<file path="config.mk">
export PLATFORM = sky130hd
export DESIGN_NAME = sorted_alarm_timer_queue_core
export DESIGN_NICKNAME = d
export VERILOG_FILES = /design/src/hw/rtl/satq_pkg.sv /design/src/hw/rtl/satq_ctrl.sv /design/src/hw/rtl/satq_dp.sv /design/src/hw/rtl/sorted_alarm_timer_queue_core.sv
export SDC_FILE = /design/constraint.sdc
export NUM_CORES = 2
export LEC_CHECK = 0
export ABC_AREA = 1
export BUFFER_PORTS_ARGS = -buffer_cell sky130_fd_sc_hd__buf_4
export CORE_MARGIN = 4
export CORE_UTILIZATION = 30
export CTS_BUF_LIST = sky130_fd_sc_hd__clkbuf_4 sky130_fd_sc_hd__clkbuf_8 sky130_fd_sc_hd__clkbuf_16
export DETAILED_ROUTE_END_ITERATION = 7
export GPL_ROUTABILITY_DRIVEN = 1
export MAX_ROUTING_LAYER = met4
export PLACE_DENSITY = 0.54
export SLEW_MARGIN = 20
export SYNTH_ARGS = -nofsm -noshare
export SYNTH_HDL_FRONTEND = slang
export SYNTH_SLANG_ARGS = --single-unit
export TNS_END_PERCENT = 20
</file>
<file path="constraint.sdc">
create_clock -name clk_i -period 14.4 [get_ports clk_i]
set_input_delay 0 -clock clk_i [delete_from_list [all_inputs] [get_ports clk_i]]
set_output_delay 0 -clock clk_i [all_outputs]
set_load 0.03 [all_outputs]
</file>
<file path="src/hw/rtl/satq_pkg.sv">
// shared types, constants and helpers for the sorted alarm timer queue
`timescale 1ns / 1ps

package satq_pkg;

  localparam int unsigned QueueDepthDefault = 16;
  localparam int unsigned MaxFire           = 16;
  localparam int unsigned FireCntW          = $clog2(MaxFire + 1);

  localparam int unsigned DelayW  = 16;
  localparam int unsigned TagW    = 8;
  localparam int unsigned TimeW   = 32;
  localparam int unsigned InDataW = 24;
  localparam int unsigned OutDataW = 24;

  typedef enum logic {
    OP_INSERT = 1'b0,
    OP_TICK   = 1'b1
  } op_e;

  typedef enum logic [1:0] {
    KIND_FIRED    = 2'd0,
    KIND_ACCEPTED = 2'd1,
    KIND_REJECTED = 2'd2
  } kind_e;

  // controller to datapath
  typedef struct packed {
    logic load;    // latch the incoming transaction
    logic tick;    // loaded transaction is a tick
    logic insert;  // place the alarm (or reject) and emit its result
    logic fire;    // pop the head and emit it
    logic last;    // marks the emitted fire result as final
  } cmd_t;

  // datapath to controller
  typedef struct packed {
    logic head_due;
    logic next_due;
    logic out_free;
  } status_t;

  // a is not earlier than b, wrap safe
  function automatic logic not_earlier(logic [TimeW-1:0] a, logic [TimeW-1:0] b);
    logic [TimeW-1:0] diff;
    diff = a - b;
    return ~diff[TimeW-1];
  endfunction

endpackage

</file>
<file path="src/hw/rtl/satq_ctrl.sv">
// controller state machine for the sorted alarm timer queue
`timescale 1ns / 1ps

module satq_ctrl (
  input  logic            clk_i,
  input  logic            rst_ni,
  input  logic            in_valid_i,
  input  logic            in_op_i,
  output logic            in_ready_o,
  input  satq_pkg::status_t status_i,
  output satq_pkg::cmd_t  cmd_o
);
  import satq_pkg::*;

  typedef enum logic [2:0] {
    S_IDLE = 3'b001,
    S_INS  = 3'b010,
    S_FIRE = 3'b100
  } state_e;

  state_e              state_q, state_d;
  logic [FireCntW-1:0] fire_cnt_q, fire_cnt_d;
  logic                fire_last;

  assign in_ready_o = (state_q == S_IDLE);

  // final fire of this tick when the next head is not due or the per-tick cap is hit
  assign fire_last = ~status_i.next_due || (fire_cnt_q == FireCntW'(MaxFire - 1));

  always_comb begin
    state_d    = state_q;
    fire_cnt_d = fire_cnt_q;
    cmd_o      = '0;
    unique case (state_q)
      S_IDLE: begin
        if (in_valid_i) begin
          cmd_o.load = 1'b1;
          cmd_o.tick = (in_op_i == OP_TICK);
          fire_cnt_d = '0;
          state_d    = (in_op_i == OP_TICK) ? S_FIRE : S_INS;
        end
      end
      S_INS: begin
        if (status_i.out_free) begin
          cmd_o.insert = 1'b1;
          state_d      = S_IDLE;
        end
      end
      S_FIRE: begin
        if (!status_i.head_due) begin
          state_d = S_IDLE;
        end else if (status_i.out_free) begin
          cmd_o.fire = 1'b1;
          cmd_o.last = fire_last;
          fire_cnt_d = fire_cnt_q + 1'b1;
          if (fire_last) begin
            state_d = S_IDLE;
          end
        end
      end
      default: begin
        state_d = S_IDLE;
      end
    endcase
  end

  always_ff @(posedge clk_i or negedge rst_ni) begin
    if (!rst_ni) begin
      state_q    <= S_IDLE;
      fire_cnt_q <= '0;
    end else begin
      state_q    <= state_d;
      fire_cnt_q <= fire_cnt_d;
    end
  end

endmodule

</file>
<file path="src/hw/rtl/satq_dp.sv">
// datapath: tick counter, sorted row of alarm cells and result register
`timescale 1ns / 1ps

module satq_dp #(
  parameter int unsigned QUEUE_DEPTH = satq_pkg::QueueDepthDefault
) (
  input  logic                         clk_i,
  input  logic                         rst_ni,
  input  logic [satq_pkg::DelayW-1:0]  in_delay_i,
  input  logic [satq_pkg::TagW-1:0]    in_tag_i,
  input  satq_pkg::cmd_t               cmd_i,
  output satq_pkg::status_t            status_o,
  output logic                         out_valid_o,
  input  logic                         out_ready_i,
  output logic [1:0]                   out_kind_o,
  output logic [satq_pkg::DelayW-1:0]  out_delay_o,
  output logic [satq_pkg::TagW-1:0]    out_tag_o,
  output logic                         out_last_o
);
  import satq_pkg::*;

  localparam int unsigned CntW = $clog2(QUEUE_DEPTH + 1);

  logic [TimeW-1:0]  now_q;
  logic [CntW-1:0]   cnt_q;
  logic [TimeW-1:0]  new_exp_q;
  logic [DelayW-1:0] new_dly_q;
  logic [TagW-1:0]   new_tag_q;

  logic [TimeW-1:0]  exp_q [QUEUE_DEPTH];
  logic [DelayW-1:0] dly_q [QUEUE_DEPTH];
  logic [TagW-1:0]   tag_q [QUEUE_DEPTH];

  logic              out_valid_q;
  kind_e             out_kind_q;
  logic [DelayW-1:0] out_dly_q;
  logic [TagW-1:0]   out_tag_q;
  logic              out_last_q;

  logic [QUEUE_DEPTH-1:0] ge;
  logic [QUEUE_DEPTH-1:0] shift_up;
  logic                   full;

  assign full = (cnt_q == CntW'(QUEUE_DEPTH));

  // each cell compares its own expiry against the new one
  always_comb begin
    for (int i = 0; i < QUEUE_DEPTH; i++) begin
      ge[i] = (CntW'(i) < cnt_q) && not_earlier(exp_q[i], new_exp_q);
    end
    shift_up[0] = 1'b0;
    for (int i = 1; i < QUEUE_DEPTH; i++) begin
      shift_up[i] = shift_up[i-1] | ge[i-1];
    end
  end

  assign status_o.head_due = (cnt_q != '0) && not_earlier(now_q, exp_q[0]);
  assign status_o.next_due = (cnt_q > CntW'(1)) && not_earlier(now_q, exp_q[1]);
  assign status_o.out_free = ~out_valid_q | out_ready_i;

  always_ff @(posedge clk_i or negedge rst_ni) begin
    if (!rst_ni) begin
      now_q <= '0;
      cnt_q <= '0;
    end else begin
      if (cmd_i.load && cmd_i.tick) begin
        now_q <= now_q + 1'b1;
      end
      if (cmd_i.insert && !full) begin
        cnt_q <= cnt_q + 1'b1;
      end else if (cmd_i.fire) begin
        cnt_q <= cnt_q - 1'b1;
      end
    end
  end

  always_ff @(posedge clk_i) begin
    if (cmd_i.load) begin
      new_dly_q <= in_delay_i;
      new_tag_q <= in_tag_i;
      new_exp_q <= now_q + {{(TimeW-DelayW){1'b0}}, in_delay_i};
    end
  end

  // sorted cells: shift up on insert past the slot, shift down on fire
  always_ff @(posedge clk_i) begin
    if (cmd_i.insert && !full) begin
      for (int i = 0; i < QUEUE_DEPTH; i++) begin
        if (shift_up[i]) begin
          exp_q[i] <= exp_q[(i > 0) ? i - 1 : 0];
          dly_q[i] <= dly_q[(i > 0) ? i - 1 : 0];
          tag_q[i] <= tag_q[(i > 0) ? i - 1 : 0];
        end else if (ge[i] || (CntW'(i) == cnt_q)) begin
          exp_q[i] <= new_exp_q;
          dly_q[i] <= new_dly_q;
          tag_q[i] <= new_tag_q;
        end
      end
    end else if (cmd_i.fire) begin
      for (int i = 0; i < QUEUE_DEPTH - 1; i++) begin
        exp_q[i] <= exp_q[i+1];
        dly_q[i] <= dly_q[i+1];
        tag_q[i] <= tag_q[i+1];
      end
    end
  end

  always_ff @(posedge clk_i or negedge rst_ni) begin
    if (!rst_ni) begin
      out_valid_q <= 1'b0;
    end else if (cmd_i.insert || cmd_i.fire) begin
      out_valid_q <= 1'b1;
    end else if (out_ready_i) begin
      out_valid_q <= 1'b0;
    end
  end

  always_ff @(posedge clk_i) begin
    if (cmd_i.insert) begin
      out_kind_q <= full ? KIND_REJECTED : KIND_ACCEPTED;
      out_dly_q  <= new_dly_q;
      out_tag_q  <= new_tag_q;
      out_last_q <= 1'b1;
    end else if (cmd_i.fire) begin
      out_kind_q <= KIND_FIRED;
      out_dly_q  <= dly_q[0];
      out_tag_q  <= tag_q[0];
      out_last_q <= cmd_i.last;
    end
  end

  assign out_valid_o = out_valid_q;
  assign out_kind_o  = out_kind_q;
  assign out_delay_o = out_dly_q;
  assign out_tag_o   = out_tag_q;
  assign out_last_o  = out_last_q;

endmodule

</file>
<file path="src/hw/rtl/sorted_alarm_timer_queue_core.sv">
// sorted alarm timer queue: an insert is accepted, then placed, and gives one result
// a tick is accepted, then pops each due alarm from the head with one result each (up to 16)
// the sorted insert is done by compares in every queue cell in parallel
// a new transaction is taken once the previous one has loaded its last result or found none due
// the result register lets it in while a result waits; a held result stalls place and fire
// reset clears the tick counter, the entry count and the result valid, queue empty
`timescale 1ns / 1ps

module sorted_alarm_timer_queue_core #(
  parameter int unsigned QUEUE_DEPTH = satq_pkg::QueueDepthDefault
) (
  input  logic                          clk_i,
  input  logic                          rst_ni,
  input  logic                          s_axis_tvalid,
  output logic                          s_axis_tready,
  input  logic [satq_pkg::InDataW-1:0]  s_axis_tdata,   // delay_seconds[15:0], alarm_tag[23:16]
  input  logic                          s_axis_tuser,   // opcode
  output logic                          m_axis_tvalid,
  input  logic                          m_axis_tready,
  output logic [satq_pkg::OutDataW-1:0] m_axis_tdata,   // fired_delay[15:0], fired_tag[23:16]
  output logic [1:0]                    m_axis_tuser,   // kind
  output logic                          m_axis_tlast
);
  import satq_pkg::*;

  cmd_t              cmd;
  status_t           status;
  logic [DelayW-1:0] out_dly;
  logic [TagW-1:0]   out_tag;

  satq_ctrl u_ctrl (
    .clk_i      (clk_i),
    .rst_ni     (rst_ni),
    .in_valid_i (s_axis_tvalid),
    .in_op_i    (s_axis_tuser),
    .in_ready_o (s_axis_tready),
    .status_i   (status),
    .cmd_o      (cmd)
  );

  satq_dp #(
    .QUEUE_DEPTH (QUEUE_DEPTH)
  ) u_dp (
    .clk_i       (clk_i),
    .rst_ni      (rst_ni),
    .in_delay_i  (s_axis_tdata[DelayW-1:0]),
    .in_tag_i    (s_axis_tdata[DelayW+TagW-1:DelayW]),
    .cmd_i       (cmd),
    .status_o    (status),
    .out_valid_o (m_axis_tvalid),
    .out_ready_i (m_axis_tready),
    .out_kind_o  (m_axis_tuser),
    .out_delay_o (out_dly),
    .out_tag_o   (out_tag),
    .out_last_o  (m_axis_tlast)
  );

  assign m_axis_tdata = {out_tag, out_dly};

`ifndef NO_ASSERTIONS
  // one transaction at a time
  a_one_in_flight: assert property (@(posedge clk_i) disable iff (!rst_ni)
    s_axis_tvalid && s_axis_tready |=> !s_axis_tready)
    else $error("input taken while previous transaction still in flight");

  // insert answers are always the only result of their transaction
  a_insert_last: assert property (@(posedge clk_i) disable iff (!rst_ni)
    m_axis_tvalid && (m_axis_tuser != KIND_FIRED) |-> m_axis_tlast)
    else $error("insert result without last");

  // datapath is never told to pop and insert together, nor to load alongside either
  a_cmd_excl: assert property (@(posedge clk_i) disable iff (!rst_ni)
    !(cmd.fire && cmd.insert) && !(cmd.load && (cmd.fire || cmd.insert)))
    else $error("conflicting datapath commands");
`endif

endmodule
</file>
Word-level counts from Yosys, hierarchy flattened
Memories as Yosys holds them, arrays and structs flattened.
Cells that the tools add are included.
- register bits after elaboration: 129
- memory bits (writable): 896
- bits of input ports: 29
- output and inout bits: 29
- word-level logic and storage cells: 483
- memories kept: 3
- memories (name ; words ; width ; read ports ; clocked after memory_dff ; write ports ; RTL line ; text):
    u_dp.exp_q ; 16 ; 32 ; 16 ; 0 ; 16 ; satq_dp.sv:30 ; logic [TimeW-1:0] exp_q [QUEUE_DEPTH];
    u_dp.dly_q ; 16 ; 16 ; 16 ; 0 ; 16 ; satq_dp.sv:31 ; logic [DelayW-1:0] dly_q [QUEUE_DEPTH];
    u_dp.tag_q ; 16 ; 8 ; 16 ; 0 ; 16 ; satq_dp.sv:32 ; logic [TagW-1:0] tag_q [QUEUE_DEPTH];
- add/sub/neg operators: 23
- $lt $le $gt $ge: 17
- equality and inequality tests: 26
- muxes and demuxes: 230
- bitwise operators: 125
- reduce and logical (&&, ||, !) cells: 47
- operator list (operator ; number):
    $mux 32 ; 30
    $sub 32x32->32 ; 18
    $mux 16 ; 32
    $mux 8 ; 32
    $mux 1 ; 115
    $or 1x1->1 ; 105
    $eq 4x5->1 const A ; 8
    $lt 4x5->1 const A ; 8
    $add 32x1->32 const B ; 1
    $add 32x16->32 ; 1
    $mux 5 ; 5
    $eq 3x5->1 const A ; 4
    $logic_and 1x1->1 ; 20
    $lt 3x5->1 const A ; 4
    $not 1->1 ; 20
    $logic_or 1x1->1 ; 18
    $mux 3 ; 6
    $mux 2 ; 8
    $add 5x1->5 const B ; 2
    $eq 2x5->1 const A ; 2
    $lt 1x5->1 const A ; 2
    $lt 2x5->1 const A ; 2
    $pmux 5 s2 ; 1
    $pmux 3 s3 ; 1
    16 further kinds ; 23

Depth between registers and ports, before layout
An unclocked memory read counts as a cell.
- depth after elaboration: 22
- depth in mapped cells: 28

Cells and area by module
Synthesis repeated with hierarchy kept, for this count alone.
- cells, all modules: 7322
- area, all modules: 64245.4 um^2
- modules (own cells, without submodules) (module ; instances ; cells an instance ; area each (um^2) ; sequential area each (um^2)):
    satq_dp ; 1 ; 7254 ; 63721.1 ; 30339.1
    satq_ctrl ; 1 ; 68 ; 524.3 ; 201.4

Least setup slack after synthesis
Ideal clock, no wire load.
- path type: register -> register
- start point: register u_dp.new_exp_q[26]
- end point: memory u_dp.dly_q[6][0], in the netlist u_dp.dly_q[3][0], enable pin
- library setup time: 0.503 ns
- arrival time: 5.591 ns
- required time: 13.897 ns
- setup slack: 8.305 ns
- cell stages (with the launch flop): 17
- buffers on the path: 1
- path through: edfxtp_1 -> inv_1 -> clkbuf_1 -> ha_1 -> a21oi_1 -> nand3_1 -> nand2_1 -> nand3_1 -> nor2_1 -> nand2_1 -> nand2_1 -> nand2_1 -> nor2_1 -> nor2_2 -> nand4_1 -> inv_1 -> a31oi_1
- RTL lines (what ; RTL line ; text):
    start: declaration ; satq_dp.sv:26 ; logic [TimeW-1:0] new_exp_q;
    start signal: assignment ; satq_dp.sv:81 ; new_exp_q <= now_q + {{(TimeW-DelayW){1'b0}}, in_delay_i};
    end: declaration ; satq_dp.sv:31 ;

==> results.tsv <==
metric	value	unit
wirelength	219	mm
synth_adder_area_share	0.109	
ys_seq_area_frac	0.469	
drc_errors	0	
synth_compound_gate_area_share	0.153	
reg2reg_depth	23	
die_x	474	um
yosysWarnings	0	
synth_top_cells_by_count	2183 x nand2_1, 1118 x o21ai_0, 978 x edfxtp_1, 750 x inv_1, 564 x ha_1	
antenna_found_initial	5	
cp-startpoint	u_dp.new_exp_q[23]	
r2r-end	u_dp.exp_q[13][16]	
via_per_inst	5.25	
drive_above_1_share	0.0551	
synth_top_area_share	0.451	
cts_buffer_depth	3	
cp.depth	23	
period_needed	6.61	ns
cts_made_buffers	119	
synth.largest_area_cell	edfxtp_1	
root_buffer	clkbuf_16	
final_nets	8132	
placed_cell_area	68100	um2
setup.worst_path.end_class	flop	
syn_nets	8268	
hpwl	143	mm
path_cells	buf_4 -> inv_1 -> buf_4 -> ha_1 -> nand2_1 -> nor2_1 -> and2_1 -> nand2_1 -> nand3_1 -> nor2_1 -> nand3_1 -> nand3_2 -> nand3_2 -> nor2_2 -> nand4_2 -> nor2_4 -> nand4_4 -> nor2_4 -> buf_4 -> buf_4 -> a21oi_4 -> buf_4 -> or2_4	
rsz0062_at_grt	no	
synth_edf_count	978	
power_leakage	31.1	nW
fin_area	72500	um2
worstSetupPathType	reg -> reg	
start_util	0.302	
synth_top_family_by_area	simple AND/OR/NAND/NOR gates	
synth_area_leaders	edfxtp_1 45%, nand2_1 13%, ha_1 11%	
row_count	170	
clk_latency	0.79	ns
synthMuxAreaShare	0	
ioPinCount	58	
whs	0.0709	ns
finalSetupTns	0	ns
setup_violations	0	
fp.dieH	474	um
grt_pass1_wl	331	mm
fill_cells	22400	
port_buffers	57	
core-area	215000	um2
crit_required	14.79	ns
wl_per_cell	20.9	um
die_area	224000	um2
cts_max_level	3	
grt.overflow.total	0	
drtIter0Drc	5552	
reg2reg_slack	7.79	ns
syn_avg_cell_area	8.48	um2
dr.pass1.iters	6	
crit_fanout	79	
cts_resized	0	
grt_max_degree	221	
worst-path-buf-inv	6	
slew_headroom	0.234	
drt.antenna.violating_nets	0	
synth-seq-cells	1025	
cpMostUsedCell	buf_4	
synthSimpleGateAreaFrac	0.184	
areaGrowthSynthToFinish	11.4	%
clk_pin_slew	0.06	ns
synthArstFlopShare	0.0449	
slew_viol_final	0	
numPlacedInstances	10200	
synth-main-ff-cell	edfxtp_1	
cts_tree	done	
post-place-ws	7.81	ns
skew	0.0509	ns
min_path_type	in -> reg	
critPathLaunchType	flop	
p_per_area	115	nW/um2
synthMostInstantiatedCell	nand2_1	
crit_path_end	u_dp.exp_q[13][16]	
grt_pass1_vias	52600	
finalWorstSetupSlack	7.79	ns
cp.arrival	7.00	ns
worst_pin_slew	1.15	ns
postSynthCellCount	7674	
ir_worst_vdd	0.0000994	V
status	completed	
netlist_area	65100	um2
vias	55000	
max_freq	151	MHz
synthXorXnorAreaFrac	0.0109	
fin_crit_sh	0.459	
grt.total_usage	0.196	
cp_top_family	simple AND/OR/NAND/NOR gates	
cts.sinks	1025	
ys_types	57	
slowest_stage	buf_4	
max_cap_viol_count	0	
layoutNonFillerInstCount	10500	
regToRegStartpoint	u_dp.new_exp_q[23]	
cpPeakStageDelay	0.89	ns
final_hold_viol_count	0	
place_congestion	0.869	
-- stage by stage --
step	util	power [mW]
floorplan	-	4.71
finish	0.337	8.33
CTS	0.337	8.37
detailed placement	0.317	5.32
global route	0.337	8.71
global placement	0.317	5.28
-- state kept, by name (all words and copies together), names as in the netlist --
| name | cells |
|---|---|
| u_dp.dly_q | 256 |
| u_dp.out_valid_o | 1 |
| u_dp.cnt_q | 5 |
| u_dp.tag_q | 128 |
| u_dp.exp_q | 512 |
| u_dp.new_exp_q | 32 |
| u_dp.new_dly_q | 16 |
| u_dp.out_last_o | 1 |
| u_dp.out_tag_o | 8 |
| u_dp.now_q | 32 |
| u_dp.out_delay_o | 16 |
| u_ctrl.state_q | 3 |
| u_dp.new_tag_q | 8 |
| u_dp.out_kind_o | 2 |
| u_ctrl.fire_cnt_q | 5 |
-- cell usage in the layout, fill, tap and decap left out, types with 45 or more instances in the layout --
cell type	Yosys	routed
o211ai_1	132	132
nand4_1	166	166
inv_1	750	744
nand3_1	218	209
edfxtp_1	978	978
buf_4	19	149
a21oi_1	447	441
clkbuf_16	0	120
nand2_1	2183	2175
o22ai_1	56	56
dfrtp_1	45	45
nor2_1	261	260
o21ai_0	1118	1117
ha_1	564	564
dlygate4sd3_1	0	48
xor2_1	65	65
-- cell families (layout without fill, tap and decap cells) --
logic type      count (synthesis)  after routing
xor+xnor                       81             81
simple gates                 2923           2923
flops                        1025           1025
fa+ha+maj                     565            565
buf+inv                      1219           1181
other cells                     0              4
compound gates               1861           1861
-- power by group --
part / internal, mW / switching, mW
Combinational: 0.471 / 1.15
Clock: 1.69 / 1.35
Sequential: 3.50 / 0.170
Total: 5.66 / 2.67
-- per-layer routing --
metal  global-route usage  share of wire  vias up
li1                     -              -    26100
met4               0.0560          0.029        0
met1                0.265           0.45    26700
met2                0.305           0.45     1958
met3               0.0297          0.069      328
met5                    -              0        -
-- timing repair --
action | CTS | global route
hold buffers | 49 | 0
setup buffers | 0 | 0
hold endpoints to repair | 102 | 0
-- layout make-up --
class | instances | area (um2) | area share
Tap cell | 2838 | 3550 | 0.0490
Antenna cell | 4 | 10.0 | 0.000138
Sequential cell | 1025 | 30500 | 0.421
Inverter | 759 | 2860 | 0.0395
Clock buffer | 150 | 3270 | 0.0450
Multi-Input combinational cell | 5430 | 30000 | 0.414
Timing Repair Buffer | 203 | 1730 | 0.0238
Clock inverter | 69 | 548 | 0.00756
-- worst min-delay path by stage --
stage,startpoint,endpoint,depth (start not counted)
3_3_place_gp,rst_ni,u_dp.now_q[2],1
6_report,s_axis_tdata[10],u_dp.new_dly_q[10],2
4_1_cts,s_axis_tdata[10],u_dp.new_dly_q[10],2
3_5_place_dp,rst_ni,u_dp.now_q[2],1
2_1_floorplan,rst_ni,u_ctrl.fire_cnt_q[0],0
5_1_grt,s_axis_tdata[14],u_dp.new_dly_q[14],2
No activity file was read; power rests on OpenSTA's default activity.
